==> src/hdl/largest_connected_component_unit_defines.svh <==
// Assertion macros for the largest connected component unit.
// Used by the RTL files that carry concurrent assertions; no other dependencies.
`ifndef LARGEST_CONNECTED_COMPONENT_UNIT_DEFINES_SVH
`define LARGEST_CONNECTED_COMPONENT_UNIT_DEFINES_SVH

// Clocked property, disabled while reset is asserted.
`define LCC_ASSERT(lbl, prop, msg) \
  lbl: assert property (@(posedge clk_i) disable iff (!rst_ni) prop) else $error(msg);

// Condition that must never hold at a clock edge.
`define LCC_NEVER(lbl, cond, msg) \
  `LCC_ASSERT(lbl, !(cond), msg)

`endif

==> src/hdl/lcc_ram.sv <==
// Generic single-write, single-read synchronous RAM with registered read data.
// No dependencies.
module lcc_ram #(
  parameter int WIDTH = 8,
  parameter int DEPTH = 64
) (
  input  logic                     clk_i,
  input  logic                     we_i,
  input  logic [$clog2(DEPTH)-1:0] waddr_i,
  input  logic [WIDTH-1:0]         wdata_i,
  input  logic                     re_i,
  input  logic [$clog2(DEPTH)-1:0] raddr_i,
  output logic [WIDTH-1:0]         rdata_o
);

  logic [WIDTH-1:0] mem_q [DEPTH];
  logic [WIDTH-1:0] rdata_q;

  // Write port
  always_ff @(posedge clk_i) begin
    if (we_i) begin
      mem_q[waddr_i] <= wdata_i;
    end
  end

  // Registered read port
  always_ff @(posedge clk_i) begin
    if (re_i) begin
      rdata_q <= mem_q[raddr_i];
    end
  end

  assign rdata_o = rdata_q;

endmodule

==> config.mk <==
export PLATFORM = sky130hd
export DESIGN_NAME = lcc_ram
export DESIGN_NICKNAME = d
export VERILOG_FILES = /design/src/hdl/largest_connected_component_unit_defines.svh /design/src/hdl/lcc_ram.sv
export SDC_FILE = /design/constraint.sdc
export NUM_CORES = 1
export LEC_CHECK = 0
export BUFFER_PORTS_ARGS = -buffer_cell sky130_fd_sc_hd__buf_2
export CAP_MARGIN = 25
export CELL_PAD_IN_SITES_DETAIL_PLACEMENT = 0
export CELL_PAD_IN_SITES_GLOBAL_PLACEMENT = 2
export CORE_AREA = 5 5 208 210
export DETAILED_ROUTE_END_ITERATION = 12
export DIE_AREA = 0 0 213 215
export HOLD_SLACK_MARGIN = 0.02
export PLACE_DENSITY_LB_ADDON = 0.1
export SETUP_SLACK_MARGIN = 0.5
export SLEW_MARGIN = 20
export SYNTH_ARGS = -nofsm -noshare
export SYNTH_HDL_FRONTEND = slang
export SYNTH_SLANG_ARGS = --single-unit
==> constraint.sdc <==
create_clock -name clk_i -period 2.51 [get_ports clk_i]
set_clock_uncertainty 0.05 [all_clocks]
set_input_delay 0.502 -clock clk_i [delete_from_list [all_inputs] [get_ports clk_i]]
set_output_delay 0.502 -clock clk_i [all_outputs]
set_load 0.05 [all_outputs]
# ---- Yosys cells after proc, flatten, opt, wreduce, memory -nomap -nowiden
# Memory sizes are Yosys's and may differ from the RTL's. A register that Yosys moved wholly into a read port is not among the register bits.
# Index checks and enable logic that the tools add are counted.
dict set report op_classes {
  add_sub_neg 0
  mul 0
  div_mod_pow 0
  order_cmp 0
  eq_ne 0
  shift 0
  muxes 2
  n_bitwise 0
  n_reduce_logical 0
}
# op count
set op_table {}
lappend op_table {{2-to-1 mux 1 bit} 2}
dict set report totals {
  regBits 0
  latch_bits 0
  ramBits 512
  mem_bits_ro 0
  input_bits 23
  output_inout_bits 8
  elab_cells 3
  mem_count 1
}
# memory depth word_bits rd rd_clocked_by_memory_dff write_ports line_no
set mem_list {}
lappend mem_list {mem_q 64 8 1 1 1 lcc_ram.sv:16} ;# logic [WIDTH-1:0] mem_q [DEPTH];

# ---- Logic depth before layout (Yosys ltp)
dict set report logic_depth {
  word_depth 2
  mapped_depth 9
  depth_no_buf 5
}

# ---- Worst setup path after synthesis
# No wires, ideal clock.
dict set report synth_path {
  kind {input port to flip-flop}
  startpoint {input port raddr_i[1]}
  endpoint {register rdata_q[3] (netlist: rdata_o[3]) (read register of mem_q), data pin}
  setup_ns 0.266
  arrival_time_ns 2.042
  required_time_ns 2.194
  setup_slack_ns 0.152
  stages 7
  path_buffers 3
  cell_sequence {buf_4 > buf_2 > buf_2 > mux4_2 > mux4_2 > o21ai_1 > o41ai_1}
}
# item line_no
set synth_rtl {}
lappend synth_rtl {{from (decl)} lcc_ram.sv:12} ;# input logic [$clog2(DEPTH)-1:0] raddr_i,
lappend synth_rtl {{to (decl)} lcc_ram.sv:17} ;# logic [WIDTH-1:0] rdata_q;

==> flow_summary.yaml <==
flow_run:
  max_cap_violations: 0
logic_synthesis:
  syn_area_sq_um: 20200
  synth_ff_type: "edfxtp_1"
  synth_top_area_share: 0.771
  synth_area_leader_cell: "edfxtp_1"
  syn_inst: 940
  ys_warn_count: 0
  synth_seq_cells: 520
  avgSynthCellArea_sq_um: 21.5
  synth_fp_nets: 963
  synthDistinctLibCells: 39
  seq_area_frac_synth: 0.771
  synth_area_leaders: "edfxtp_1 77%, mux4_2 14%, nor2_1 1.5%"
  synth-edff-count: 520
  async_flop_share: 0
timing:
  setup_slack_ns: 0.425
  setup_viol: 0
  slew_viol_final: 0
  relSlewSlack: 0.480
  min_period_ns: 2.09
  tightestPinTransition_ns: 0.780
  finalCritPeriodShare: 0.831
  rsz0062_at_grt: "true"
  max_freq_mhz: 480
  hold_viol: 0
placement:
  place_area_sq_um: 22100
  port_buffers: 30
  hpwl_um: 31500
  dpl_worst_slack_ns: -0.492
  globalplace.congestion: 0.801
status:
  status: "completed"
hold_path:
  hp-start: "re_i"
  min_path_cells: 1
  min_to: "rdata_o[5]$_DFFE_PP_"
  hold_class: "in -> reg"
power_and_ir_drop:
  leakage_nw: 7.73
  p_int_w: 0.0143
  p_clk_frac: 0.405
  switching_power_w: 0.00374
  swShare: 0.207
  ir_drop_mv: 0.722
  power_density_nw_per_um2: 757
  seqPwrFrac: 0.535
  p_comb_frac: 0.060
floorplan:
  die_y_um: 215
  core_sq_um: 41400
  num_rows: 75
  pin_count: 31
  die_area_sq_um: 45800
  fp.dieW_um: 213
  start_util: 0.489
clock_tree:
  hold_buffers: 0
  cts_tree: "done"
  cts_root_buf: "clkbuf_16"
  htreeDepth: 2
  cts_buffers: 51
  clock-sinks: 520
  clk_pin_slew_ns: 0.06
  cts_buffer_depth: 3
  clock_latency_ns: 0.59
drt:
  routedWlPerCell_um: 28.2
  via_per_inst: 5.89
  drc_errors: 0
  vias: 9987
  drt_iter0_drc: 1002
  dr.pass1.iters: 5
  postRouteAntennaNets: 0
  wirelength_um: 47900
global_routing:
  top_usage_layer: "met2"
  antenna_found_initial: 1
  grt_use_met1: 0.319
  grt_usage: 0.216
  grt_overflow: 0
  grt_pass1_wl_um: 71200
  grt_use_met2: 0.337
  grt_pass1_vias: 10500
  use_met3: 0.0474
  grt_max_degree: 65
worst_setup_path:
  rrSetupSlack_ns: 0.45
  cp_data_required_time_ns: 2.79
  end_kind: "flip-flop"
  reg2reg_depth: 5
  critical_path.max_fanout: 8
  timing.rr.end: "rdata_o[1]$_DFFE_PP_"
  worst-setup-path-type: "in -> reg"
  crit_arrival_ns: 2.36
  cp-start-kind: "primary input"
  r2r-start: "mem_q[0][1]$_DFFE_PP_"
finish:
  mostFrequentLayoutCells: "520 x edfxtp_1, 137 x buf_4, 126 x mux4_2"
  layout_commonest_cell: "edfxtp_1"
  drive_gt1_frac: 0.353
  finish.instance_area_sq_um: 23800
  fin_nets: 1145
  area_growth_pct: 17.7
  antenna_cells: 0
==> what timing repair did <==
item                                   in CTS  in global routing
cloned                                      0                  0
endpoints found under the hold margin       0                  0
setup endpoints to repair                   8                  8
resized for setup                          25                  5
setup buffers                               0                  3
pin swaps                                   2                  1
==> routing by layer <==
metal | wire length (um) | up-vias
met5 | 13 | -
met3 | 3410 | 59
li1 | - | 4296
met1 | 20600 | 5311
met4 | 940 | 2
met2 | 23000 | 319
==> area by class of cell <==
type                            count  area [sq um]
Timing Repair Buffer              180          1490
Sequential cell                   520         15600
Fill cell                        3009         17600
Multi-Input combinational cell    369          4460
Clock inverter                     25           225
Tap cell                          539           674
Clock buffer                       64          1370
==> cell families after synthesis <==
kind of cell,count (synthesis),synth area share
DFF,520,0.771
muxes,162,0.159
and+or+nand+nor,153,0.0337
AOI/OAI and AO/OA,54,0.0206
buffers and inverters,51,0.0156
==> cell usage after synthesis (3+ instances only) <==
cell,instances
nand3_1,13
a221oi_1,6
nand2b_1,7
nand2_1,19
buf_4,13
a22oi_1,3
nor2b_1,14
mux2i_1,23
buf_1,4
edfxtp_1,520
buf_6,4
buf_2,11
nor3_1,7
clkbuf_1,17
a211oi_1,4
mux2_2,13
a21oi_1,3
o221ai_1,8
nor2_1,83
o2111ai_1,3
nand3b_1,3
o22ai_1,8
mux4_2,126
o2bb2ai_1,3
==> worst max-delay path: stages <==
cell and delay (ns):
clkbuf_8 0.19, buf_4 0.21, mux4_2 0.55, mux4_2 0.53, nor2_4 0.16, nor3_2 0.06, o2bb2ai_2 0.15
==> per-stage QoR <==
| step | utilization | hold WS [ns] | TNS [ns] | total power, W | std cells |
|---|---|---|---|---|---|
| global placement | 0.533 | 0.839 | -2.16 | 0.0109 | 1605 |
| global route | 0.576 | 0.237 | 0 | 0.0187 | 1697 |
| detailed placement | 0.533 | 0.849 | -2.22 | 0.0109 | 1605 |
| finish | 0.576 | 0.251 | 0 | 0.0181 | 1697 |
| CTS | 0.575 | 0.231 | 0 | 0.0182 | 1694 |
| floorplan | - | 0.551 | 0 | 0.0104 | 940 |
==> state kept, by name, summed over array words and instances (netlist names) <==
| signal | cells |
|---|---|
| rdata_o | 8 |
| mem_q | 512 |
==> worst max-delay path by stage <==
stage                               start                   end  slack (ns)  cells after the start
floorplan                      raddr_i[0]  rdata_o[7]$_DFFE_PP_        0.27                      7
global placement               raddr_i[0]  rdata_o[5]$_DFFE_PP_       -0.56                      7
detailed placement             raddr_i[0]  rdata_o[5]$_DFFE_PP_       -0.49                      7
CTS                 mem_q[0][1]$_DFFE_PP_  rdata_o[1]$_DFFE_PP_        0.46                      5
global route        mem_q[0][1]$_DFFE_PP_  rdata_o[1]$_DFFE_PP_        0.42                      5
finish                         raddr_i[0]  rdata_o[1]$_DFFE_PP_        0.42                      7
==> power groups by stage <==
stage | clock network, W | registers, W | logic, W
2_1_floorplan | 0 | 0.00987 | 0.000520
3_3_place_gp | 0 | 0.00983 | 0.00103
3_5_place_dp | 0 | 0.00984 | 0.00105
4_1_cts | 0.00748 | 0.00965 | 0.00109
5_1_grt | 0.00786 | 0.00965 | 0.00115
6_report | 0.00731 | 0.00965 | 0.00108
(Power assumes the default switching activity.)
