**src/hdl/largest_connected_component_unit_defines.svh**
```systemverilog
// Assertion macros for the largest connected component unit.
// Used by the RTL files that carry concurrent assertions; no other dependencies.
`ifndef LARGEST_CONNECTED_COMPONENT_UNIT_DEFINES_SVH
`define LARGEST_CONNECTED_COMPONENT_UNIT_DEFINES_SVH

// Clocked property, disabled while reset is asserted.
`define LCC_ASSERT(lbl, prop, msg) \
  lbl: assert property (@(posedge clk_i) disable iff (!rst_ni) prop) else $error(msg);

// Condition that must never hold at a clock edge.
`define LCC_NEVER(lbl, cond, msg) \
  `LCC_ASSERT(lbl, !(cond), msg)

`endif

```
**src/hdl/lcc_first_set.sv**
```systemverilog
// Priority encoder: index of the lowest set bit of a vector.
// No dependencies.
module lcc_first_set #(
  parameter int WIDTH = 64
) (
  input  logic [WIDTH-1:0]         vec_i,
  output logic                     found_o,
  output logic [$clog2(WIDTH)-1:0] idx_o
);

  // Scan from the top so the lowest set bit wins
  always_comb begin
    idx_o = '0;
    for (int i = WIDTH - 1; i >= 0; i--) begin
      if (vec_i[i]) begin
        idx_o = ($clog2(WIDTH))'(i);
      end
    end
  end

  assign found_o = |vec_i;

endmodule

```
**config.mk**
```make
export PLATFORM = sky130hd
export DESIGN_NAME = lcc_first_set
export DESIGN_NICKNAME = d
export VERILOG_FILES = /design/src/hdl/largest_connected_component_unit_defines.svh /design/src/hdl/lcc_first_set.sv
export SDC_FILE = /design/constraint.sdc
export NUM_CORES = 1
export LEC_CHECK = 0
export ABC_AREA = 1
export BUFFER_PORTS_ARGS = -buffer_cell sky130_fd_sc_hd__buf_2
export CORE_AREA = 4 4 52 54
export DETAILED_ROUTE_END_ITERATION = 10
export DIE_AREA = 0 0 56 58
export GPL_ROUTABILITY_DRIVEN = 0
export PLACE_DENSITY = 0.87
export RECOVER_POWER = 100
export SETUP_SLACK_MARGIN = 0.2
export SLEW_MARGIN = 20
export SYNTH_ARGS = -nofsm -noshare
export SYNTH_HDL_FRONTEND = slang
export SYNTH_SLANG_ARGS = --single-unit
```
**constraint.sdc**
```tcl
create_clock -name vclk -period 6.78
set_input_delay 0 -clock vclk [all_inputs]
set_output_delay 0 -clock vclk [all_outputs]
set_load 0.01 [all_outputs]
```
Word-level counts from Yosys, hierarchy flattened
Cells that the tools add are included.
{"block": "totals", "reg_bits": 0, "ramBits": 0, "romBits": 0, "memories": 0, "elab_cells": 65, "output_inout_bits": 7, "latchBits": 0, "in_bits": 64}
{"block": "classes", "eq_ne": 0, "n_bitwise": 0, "n_addsub": 0, "n_mux": 64, "n_div": 0, "mul": 0, "magnitude_cmp": 0, "n_reduce_logical": 1, "shift": 0}
{"op": "$mux W6", "n": 64}
{"op": "$reduce_or A64 Y1", "n": 1}

Logic depth before layout (Yosys ltp)
Gate-level depths: netlist of the first run.
{"block": "depth", "word_depth": 64, "ltp_mapped": 63, "depth_no_buf": 63}

Least setup slack after synthesis of the first run
Ideal clock, no wire load.
{"block": "synth_timing", "kind": "input-to-output", "from": "in vec_i[62]", "to": "out idx_o[0]", "path_buffers": 0, "arrival_time_ps": 2739, "cell_stages": 63, "setup_slack_ps": 4041, "t_required_ps": 6780, "path_cell_list": "inv_1 -> nand2_1 -> nand2_1 -> nand2_1 -> nand2_1 -> nand2_1 -> nand2_1 -> nand2_1 -> nand2_1 -> nand2_1 -> nand2_1 -> nand2_1 -> nand2_1 -> nand2_1 -> nand2_1 -> nand2_1 -> nand2_1 -> nand2_1 -> [... 27 more ...] -> nand2_1 -> nand2_1 -> nand2_1 -> nand2_1 -> nand2_1 -> nand2_1 -> nand2_1 -> nand2_1 -> nand2_1 -> nand2_1 -> nand2_1 -> nand2_1 -> nand2_1 -> nand2_1 -> nand2_1 -> nand2_1 -> nand2_1 -> a21oi_2"}
{"block": "synth_via", "elab_chain_len": 63}
{"item": "from (decl)", "line_no": "lcc_first_set.sv:6", "source": "input logic [WIDTH-1:0] vec_i,"}
{"item": "$mux W6 (63 in a row)", "line_no": "lcc_first_set.sv:15", "source": "if (vec_i[i]) begin"}
{"item": "to (decl)", "line_no": "lcc_first_set.sv:8", "source": "output logic [$clog2(WIDTH)-1:0] idx_o"}
Every way passes these cells.

Worst setup path in the final report of the first run
Ends and elaborated chain as after synthesis.

==> results of run 1 <==
-- synthesized netlist by cell type, drive strengths merged --
cell type	number
nor3	2
a21oi	5
nor2	44
a311oi	1
o21ai	2
o21bai	1
a31oi	1
nor4	2
nand2	100
nand3	6
a211oi	1
o31ai	1
inv	62
bufinv	7
-- power by group through the flow --
| stage | Sequential [mW] | Clock [mW] | Combinational [mW] |
|---|---|---|---|
| 5_1_grt | 0 | 0 | 0.0731 |
| 4_1_cts | 0 | 0 | 0.0640 |
| 3_3_place_gp | 0 | 0 | 0.0625 |
| 2_1_floorplan | 0 | 0 | 0.0364 |
| 6_report | 0 | 0 | 0.0631 |
| 3_5_place_dp | 0 | 0 | 0.0638 |
-- worst min path at each step --
stage | endpoint | slack (ns) | cells after the start | from
2_1_floorplan | idx_o[0] | 0.03 | 1 | vec_i[0]
3_3_place_gp | idx_o[0] | 0.27 | 3 | vec_i[0]
3_5_place_dp | idx_o[0] | 0.27 | 3 | vec_i[0]
4_1_cts | idx_o[0] | 0.27 | 3 | vec_i[0]
5_1_grt | idx_o[0] | 0.29 | 3 | vec_i[0]
6_report | idx_o[0] | 0.26 | 3 | vec_i[0]
-- per-layer routing --
metal	part of all wire, %	vias to the layer above	wire length (um)	global-route usage (%)
li1	-	809	-	-
met1	43	548	1048	17.30
met2	48	38	1178	29.72
met3	8.4	0	203	1.559
met4	0	0	0	0
met5	0	-	0	0
-- logic make-up (layout without fill, tap and decap cells) --
kind of cell,Yosys count,after routing,share of synthesized area (%)
AND/OR/NAND/NOR,154,154,57.88
AO/OA/AOI/OAI,12,12,7.450
buffers and inverters,69,140,34.68
-- area by class of cell --
cell class	instances	area, um^2
repair buffers	71	346.6
multi-input cells	166	669.4
inverters	69	355.3
well taps	28	35.03
fillers	245	805.8
-- worst max-delay path, delay by kind of cell --
family                 cells  cell delay [ns]
buffers and inverters      3             0.30
AO/OA/AOI/OAI              1             0.10
AND/OR/NAND/NOR           61             2.81
-- cells in the final DEF (no fill, tap or decap), types with 2 or more instances in the layout --
cell,netlist,routed
a21oi_1,4,4
buf_2,0,64
bufinv_8,7,7
clkbuf_1,0,7
inv_1,59,59
inv_2,3,3
nand2_1,100,100
nand3_1,6,6
nor2_1,44,44
nor3_1,2,2
nor4_1,2,2
o21ai_0,2,2
-- stage by stage --
step | util (%) | cells | setup slack (ns)
finish | 63.57 | 334 | 3.592
global placement | 63.97 | 334 | 3.627
CTS | 63.97 | 334 | 3.561
detailed placement | 63.97 | 334 | 3.569
floorplan | - | 235 | 4.041
global route | 63.57 | 334 | 2.926
==> flow_summary_export.csv, run 1 <==
group,metric,value,unit
status,status,"finished, final reports clean",
route,totalWireLength,2.430,mm
timing,grt_setup_unrepaired,"false",
floorplan,fp.dieW,56,um
setup_path,crit_top_cell,"nand2_1",
timing,fmax,313.7,MHz
timing,finalMaxSlewViolations,0,
power_and_ir_drop,p_int,0.03343,mW
yosys,syn_inst,235,
yosys,syn_nets,299,
power_and_ir_drop,switching_power,0.02965,mW
setup_path,cp-start-kind,"primary input",
timing,finalCritPeriodShare,47.02,%
floorplan,rows,17,
cells_and_area,fin_area,1406,um^2
cells_and_area,drive_above_1_share,24.51,%
power_and_ir_drop,report.power.total,0.06308,mW
timing,period_needed,3.188,ns
power_and_ir_drop,p_leak,0.9738,nW
setup_path,endpoint_kind,"primary output",
power_and_ir_drop,power_density,44.86,nW/um^2
route,drtIter0Drc,22,
min_path,hp-class,"primary input to primary output",
timing,finalSetupTns,0,ns
placement,postPlaceCellArea,1415,um^2
timing,relSlewSlack,71.41,%
floorplan,dieArea,3248,um^2
yosys,synth.largest_area_cell,"nand2_1",
cells_and_area,seq_area,0,um^2
route,drc,0,
clocking,cts_resized,0,
global_routing,grt_pass1_vias,1209,
setup_path,cp.arrival,3.19,ns
floorplan,initial_utilization,46.32,%
route,first_pass_iters,4,
yosys,syn_area_per_cell,4.361,um^2
route,via_per_inst,4.177,
power_and_ir_drop,comb_power_share,100.0,%
setup_path,critPathKind,"primary input to primary output",
placement,dp_hpwl,2.327,mm
floorplan,placeableCoreArea,2212,um^2
cells_and_area,nClkBuffers,0,
yosys,yosys-top-cells-area,"nand2_1 37%, inv_1 22%, nor2_1 16%",
floorplan,die_h,58,um
global_routing,grt_max_degree,4,
power_and_ir_drop,pwr-share-seq,0,%
route,vias,1395,
setup_path,cp_max_fo,2,
power_and_ir_drop,swShare,47.00,%
placement,portBuffers,71,
yosys,synth.cell_area,1025,um^2
yosys,yosysWarningCount,0,
route,ant_nets,0,
timing,whs,0.2583,ns
cells_and_area,diodes,0,
setup_path,crit_slowest_cell,"clkbuf_1",
yosys,synth_cell_types,16,
clocking,cts_setup_buffers,0,
global_routing,grt_pass1_wl,4.229,mm
floorplan,ios,71,
setup_path,required,6.78,ns
power_and_ir_drop,irDropWorstVdd,0.00002773,V
timing,setup-violations-final,0,
timing,finalHoldViolations,0,
flow_run,cap_viol_max_count,0,
yosys,netlist.area_leader.share,36.63,%
clocking,holdBufCountCts,0,
cells_and_area,area_growth,37.24,%
yosys,ys_seq_area_share,0,%
global_routing,overflow,0,
power_and_ir_drop,clock_power_share,0,%
global_routing,grt_antenna_before_repair,0,
setup_path,crit_start,"vec_i[62]",
route,post_drt_wl_per_cell,7.275,um
setup_path,critPathCapture,"idx_o[0]",
cells_and_area,final_nets,372,
cells_and_area,seq_cell_count,0,
setup_path,max_stage_delay,0.16,ns
timing,tightest_slew,0.4250,ns
global_routing,grtUsageTotal,14.62,%
No activity file was read; power rests on OpenSTA's default activity.
==> inputs of run 2 (changes only) <==
--- a/config.mk
+++ b/config.mk
@@ -7,11 +7,11 @@
 export LEC_CHECK = 0
 export ABC_AREA = 1
 export BUFFER_PORTS_ARGS = -buffer_cell sky130_fd_sc_hd__buf_2
-export CORE_AREA = 4 4 52 54
+export CORE_AREA = 4 4 56 58
 export DETAILED_ROUTE_END_ITERATION = 10
-export DIE_AREA = 0 0 56 58
+export DIE_AREA = 0 0 60 62
 export GPL_ROUTABILITY_DRIVEN = 0
-export PLACE_DENSITY = 0.87
+export PLACE_DENSITY = 0.79
 export RECOVER_POWER = 100
 export SETUP_SLACK_MARGIN = 0.2
 export SLEW_MARGIN = 20
==> constraint.sdc (replaced) <==
create_clock -name vclk -period 2.85
set_input_delay 0 -clock vclk [all_inputs]
set_output_delay 0 -clock vclk [all_outputs]
set_load 0.01 [all_outputs]
==> run 2 against run 1 <==
The flow now finishes with violations (negative setup slack). Global-route usage fell by 2.0 points. First-iteration DRC count up 130%. Setup slack got worse by 3.9 ns. Critical path type unchanged. Critical endpoint unchanged. Largest cell class unchanged. Highest routed layer unchanged.
==> flow_summary_export.csv, run 2 (synthesis results as in run 1) <==
group,metric,value,unit
route,drtIter0Drc,50,
power_and_ir_drop,comb_power_share,100.0,%
cells_and_area,area_growth,41.39,%
route,drc,0,
route,via_per_inst,4.178,
timing,period_needed,3.189,ns
global_routing,grtUsageTotal,12.62,%
setup_path,required,2.85,ns
placement,dp_slack,-0.3392,ns
setup_path,max_stage_delay,0.13,ns
status,violations,"negative setup slack",
setup_path,critPathTopFamily,"simple AND/OR/NAND/NOR gates",
cells_and_area,nClkBuffers,0,
global_routing,overflow,0,
cells_and_area,drive_above_1_share,26.37,%
cells_and_area,mostFrequentLayoutCells,"100 x nand2_1, 65 x buf_2, 58 x inv_1",
status,status,"complete, but fails checks",
cells_and_area,final_cells,342,
setup_path,critPathKind,"primary input to primary output",
power_and_ir_drop,power_density,106.9,nW/um^2
route,totalWireLength,2.469,mm
setup_path,crit_slowest_cell,"buf_2",
setup_path,crit_buf_inv,3,
route,post_drt_wl_per_cell,7.219,um
global_routing,grt_pass1_wl,3.981,mm
timing,tightest_slew,0.4185,ns
power_and_ir_drop,clock_power_share,0,%
timing,finalMaxSlewViolations,0,
floorplan,ios,71,
route,first_pass_iters,4,
global_routing,grt_pass1_vias,1175,
floorplan,fp.dieW,60,um
floorplan,placeableCoreArea,2663,um^2
floorplan,initial_utilization,38.49,%
route,vias,1429,
floorplan,dieArea,3720,um^2
timing,finalCritPeriodShare,111.9,%
timing,fin_ws,-0.3385,ns
placement,place_inst,342,
flow_run,cap_viol_max_count,0,
min_path,hp-class,"primary input to primary output",
placement,dp_hpwl,2.372,mm
setup_path,cp-start-kind,"primary input",
timing,finalHoldViolations,0,
power_and_ir_drop,switching_power,0.07085,mW
floorplan,die_h,62,um
cells_and_area,seq_cell_count,0,
timing,setup-violations-final,1,
global_routing,grt_antenna_before_repair,0,
cells_and_area,seq_area,0,um^2
power_and_ir_drop,irDropWorstVdd,0.00005947,V
setup_path,cp.arrival,3.19,ns
clocking,holdBufCountCts,0,
timing,relSlewSlack,71.84,%
timing,grt_setup_unrepaired,"true",
cells_and_area,final_common_cell,"nand2_1",
setup_path,crit_top_cell,"nand2_1",
cells_and_area,diodes,0,
cells_and_area,final_nets,377,
timing,fmax,313.6,MHz
power_and_ir_drop,swShare,45.75,%
route,ant_nets,0,
power_and_ir_drop,pwr-share-seq,0,%
setup_path,endpoint_kind,"primary output",
global_routing,grt_max_degree,4,
floorplan,rows,19,
setup_path,cp_max_fo,2,
power_and_ir_drop,p_leak,1.000,nW
power_and_ir_drop,p_int,0.08400,mW
placement,portBuffers,71,
## run 2: changes by cell type in the layout (fill, tap and decap cells not counted), sizes merged
cell and change:
buf +6, clkbuf -1
## run 2: worst min-delay path, cell delays in order
cell      delay, ns
buf_2          0.10
a211oi_1       0.05
clkbuf_1       0.12
## run 2: routing by layer
metal | vias to the layer above | part of all wire [%] | global-route usage (%)
met4 | 0 | 0 | 0
met1 | 563 | 41 | 15.63
li1 | 823 | - | -
met2 | 43 | 49 | 24.54
met5 | - | 0 | 0
met3 | 0 | 9.9 | 1.653
## run 2: area by class of cell
type               count  area (um^2)
fillers              318         1214
well taps             31        38.79
inverters             69        355.3
multi-input cells    166        669.4
repair buffers        76        385.4
## run 2: what timing repair did
| item | CTS | global route |
|---|---|---|
| gates resized for setup | 0 | 1 |
| buffers inserted | 0 | 0 |
| setup endpoints to repair | 1 | 1 |
| pin swaps | 0 | 7 |
## run 2: path summary, 6_finish.rpt
kind	start	end	depth (start not counted)	slack (ns)
setup / recovery	vec_i[62]	idx_o[0]	65	-0.34
hold / removal	vec_i[1]	idx_o[1]	3	0.26
## run 2: stage by stage
stage	setup TNS, ns	area (um^2)	util (%)	hold slack [ns]	total power, mW
finish	-0.3385	1449	54.42	0.2636	0.1548
global route	-1.039	1449	54.42	0.2828	0.1786
CTS	-0.3560	1456	54.70	0.2696	0.1573
detailed placement	-0.3392	1456	54.70	0.2696	0.1566
global placement	-0.3005	1456	54.70	0.2662	0.1541
floorplan	0	1025	-	0.02600	0.08648
## run 2: power groups by stage
stage               sequential (mW)  combinational [mW]  clock [mW]
floorplan                         0              0.0865           0
global placement                  0               0.154           0
detailed placement                0               0.157           0
CTS                               0               0.157           0
global route                      0               0.179           0
finish                            0               0.155           0
==> inputs of run 3 (changes only) <==
==> constraint.sdc (replaced) <==
create_clock -name vclk -period 2.85
set_input_delay 0.57 -clock vclk [all_inputs]
set_output_delay 0.57 -clock vclk [all_outputs]
set_load 0.01 [all_outputs]
==> run 3 against run 2 <==
The flow still finishes with violations (negative setup slack). Power is 8.8% higher. Final cell count is 2.3% higher. Clock-buffer cell count stayed put. Combinational power is 8% higher. Via count is 1.1% higher. Flip-flop and latch count stayed put. Die area stayed put. Wire length is 2.6% higher. First-iteration DRC count is 80% lower. Non-clock buffer count is 8 higher. Critical endpoint unchanged. Largest power group unchanged.
==> flow_summary_export.csv, run 3 (synthesis results as in run 1) <==
group,metric,value,unit
setup_path,cp_max_fo,2,
setup_path,crit_top_cell,"nand2_1",
power_and_ir_drop,switching_power,0.07492,mW
cells_and_area,nClkBuffers,0,
route,first_pass_iters,4,
timing,finalMaxSlewViolations,0,
setup_path,crit_slowest_cell,"buf_2",
cells_and_area,nFillCells,306,
power_and_ir_drop,p_leak,1.061,nW
min_path,hp-class,"primary input to primary output",
cells_and_area,diodes,0,
route,totalWireLength,2.533,mm
timing,setup-violations-final,3,
route,ant_nets,0,
floorplan,die_h,62,um
setup_path,required,2.28,ns
floorplan,rows,19,
global_routing,grt_antenna_before_repair,0,
cells_and_area,final_nets,385,
global_routing,grt_pass1_wl,3.974,mm
power_and_ir_drop,irDropWorstVdd,0.00006197,V
global_routing,grt_max_degree,4,
global_routing,grtUsageTotal,12.71,%
floorplan,placeableCoreArea,2663,um^2
status,status,"complete, but fails checks",
cells_and_area,fin_area,1550,um^2
global_routing,gr-usage-met2,26.54,%
global_routing,grt_busiest_layer,"met2",
route,drtIter0Drc,10,
route,via_per_inst,4.129,
placement,dp_hpwl,2.358,mm
cells_and_area,seq_area,0,um^2
cells_and_area,area_growth,51.28,%
placement,portBuffers,71,
setup_path,endpoint_kind,"primary output",
setup_path,cp-start-kind,"primary input",
route,vias,1445,
timing,finalHoldViolations,0,
power_and_ir_drop,report.power.total,0.1684,mW
route,post_drt_wl_per_cell,7.237,um
setup_path,critPathKind,"primary input to primary output",
min_path,hold_depth,3,
power_and_ir_drop,clock_power_share,0,%
power_and_ir_drop,p_int,0.09349,mW
status,violations,"negative setup slack",
timing,fin_ws,-1.439,ns
global_routing,use_met1,14.41,%
global_routing,use_met3,1.446,%
cells_and_area,drive_above_1_share,30.09,%
power_and_ir_drop,comb_power_share,100.0,%
timing,period_needed,4.289,ns
floorplan,ios,71,
cells_and_area,final_common_cell,"nand2_1",
timing,finalCritPeriodShare,150.5,%
placement,postPlaceCellArea,1509,um^2
global_routing,grt_pass1_vias,1207,
floorplan,fp.dieW,60,um
floorplan,initial_utilization,38.49,%
min_path,hold-path-endpoint,"idx_o[0]",
setup_path,cp.arrival,3.72,ns
route,drc,0,
min_path,hp-start,"vec_i[0]",
setup_path,max_stage_delay,0.13,ns
power_and_ir_drop,pwr-share-seq,0,%
timing,relSlewSlack,80.61,%
floorplan,dieArea,3720,um^2
flow_run,cap_viol_max_count,0,
timing,fmax,233.2,MHz
timing,grt_setup_unrepaired,"true",
global_routing,overflow,0,
timing,tightest_slew,0.2884,ns
cells_and_area,seq_cell_count,0,
power_and_ir_drop,power_density,108.6,nW/um^2
power_and_ir_drop,swShare,44.49,%
clocking,holdBufCountCts,0,
cells_and_area,mostFrequentLayoutCells,"100 x nand2_1, 66 x buf_2, 59 x inv_1",
run 3: worst max path at each step:
stage / start / endpoint / slack [ns]
final: vec_i[62] / idx_o[0] / -1.44
after detailed placement: vec_i[62] / idx_o[0] / -1.51
after CTS: vec_i[62] / idx_o[0] / -1.50
after global placement: vec_i[62] / idx_o[0] / -1.44
after floorplan: vec_i[62] / idx_o[0] / -1.03
after global routing: vec_i[62] / idx_o[0] / -2.17
run 3: power by group through the flow:
stage                     sequential (mW)  combinational (mW)  clock, mW
final                                   0               0.168          0
after floorplan                         0              0.0865          0
after detailed placement                0               0.163          0
after global placement                  0               0.160          0
after CTS                               0               0.168          0
after global routing                    0               0.192          0
run 3: timing repair:
item	4_1_cts	5_1_grt
endpoints found under the setup margin	3	3
setup buffers	0	1
pin swaps	5	5
hold endpoints to repair	0	0
cloned	0	0
gates resized for setup	6	3
run 3: routing by layer:
layer | part of all wire (%) | wire (um) | vias to the layer above
li1 | - | - | 838
met4 | 0 | 0 | 0
met3 | 8.6 | 219 | 0
met1 | 42 | 1058 | 568
met2 | 50 | 1255 | 39
met5 | 0 | 0 | -
run 3: stage by stage:
stage | TNS (ns) | setup slack [ns] | instances | hold slack, ns | util, %
floorplan | -1.129 | -1.029 | 235 | 1.166 | -
CTS | -2.009 | -1.501 | 349 | 1.408 | 57.75
finish | -1.948 | -1.439 | 350 | 1.405 | 58.22
global placement | -1.948 | -1.443 | 349 | 1.406 | 56.67
detailed placement | -2.020 | -1.507 | 349 | 1.408 | 56.67
global route | -3.229 | -2.171 | 350 | 1.428 | 58.22
run 3: cell type report:
cell class         instances  area [um^2]  area share, %
multi-input cells        166        690.7          44.55
repair buffers            84        465.4          30.02
inverters                 69        355.3          22.92
well taps                 31        38.79          2.502
run 3: critical path: cells and delay by family:
kind            cells  cell delay, ns
compound gates      1            0.10
simple gates       61            2.81
buf+inv             3            0.26
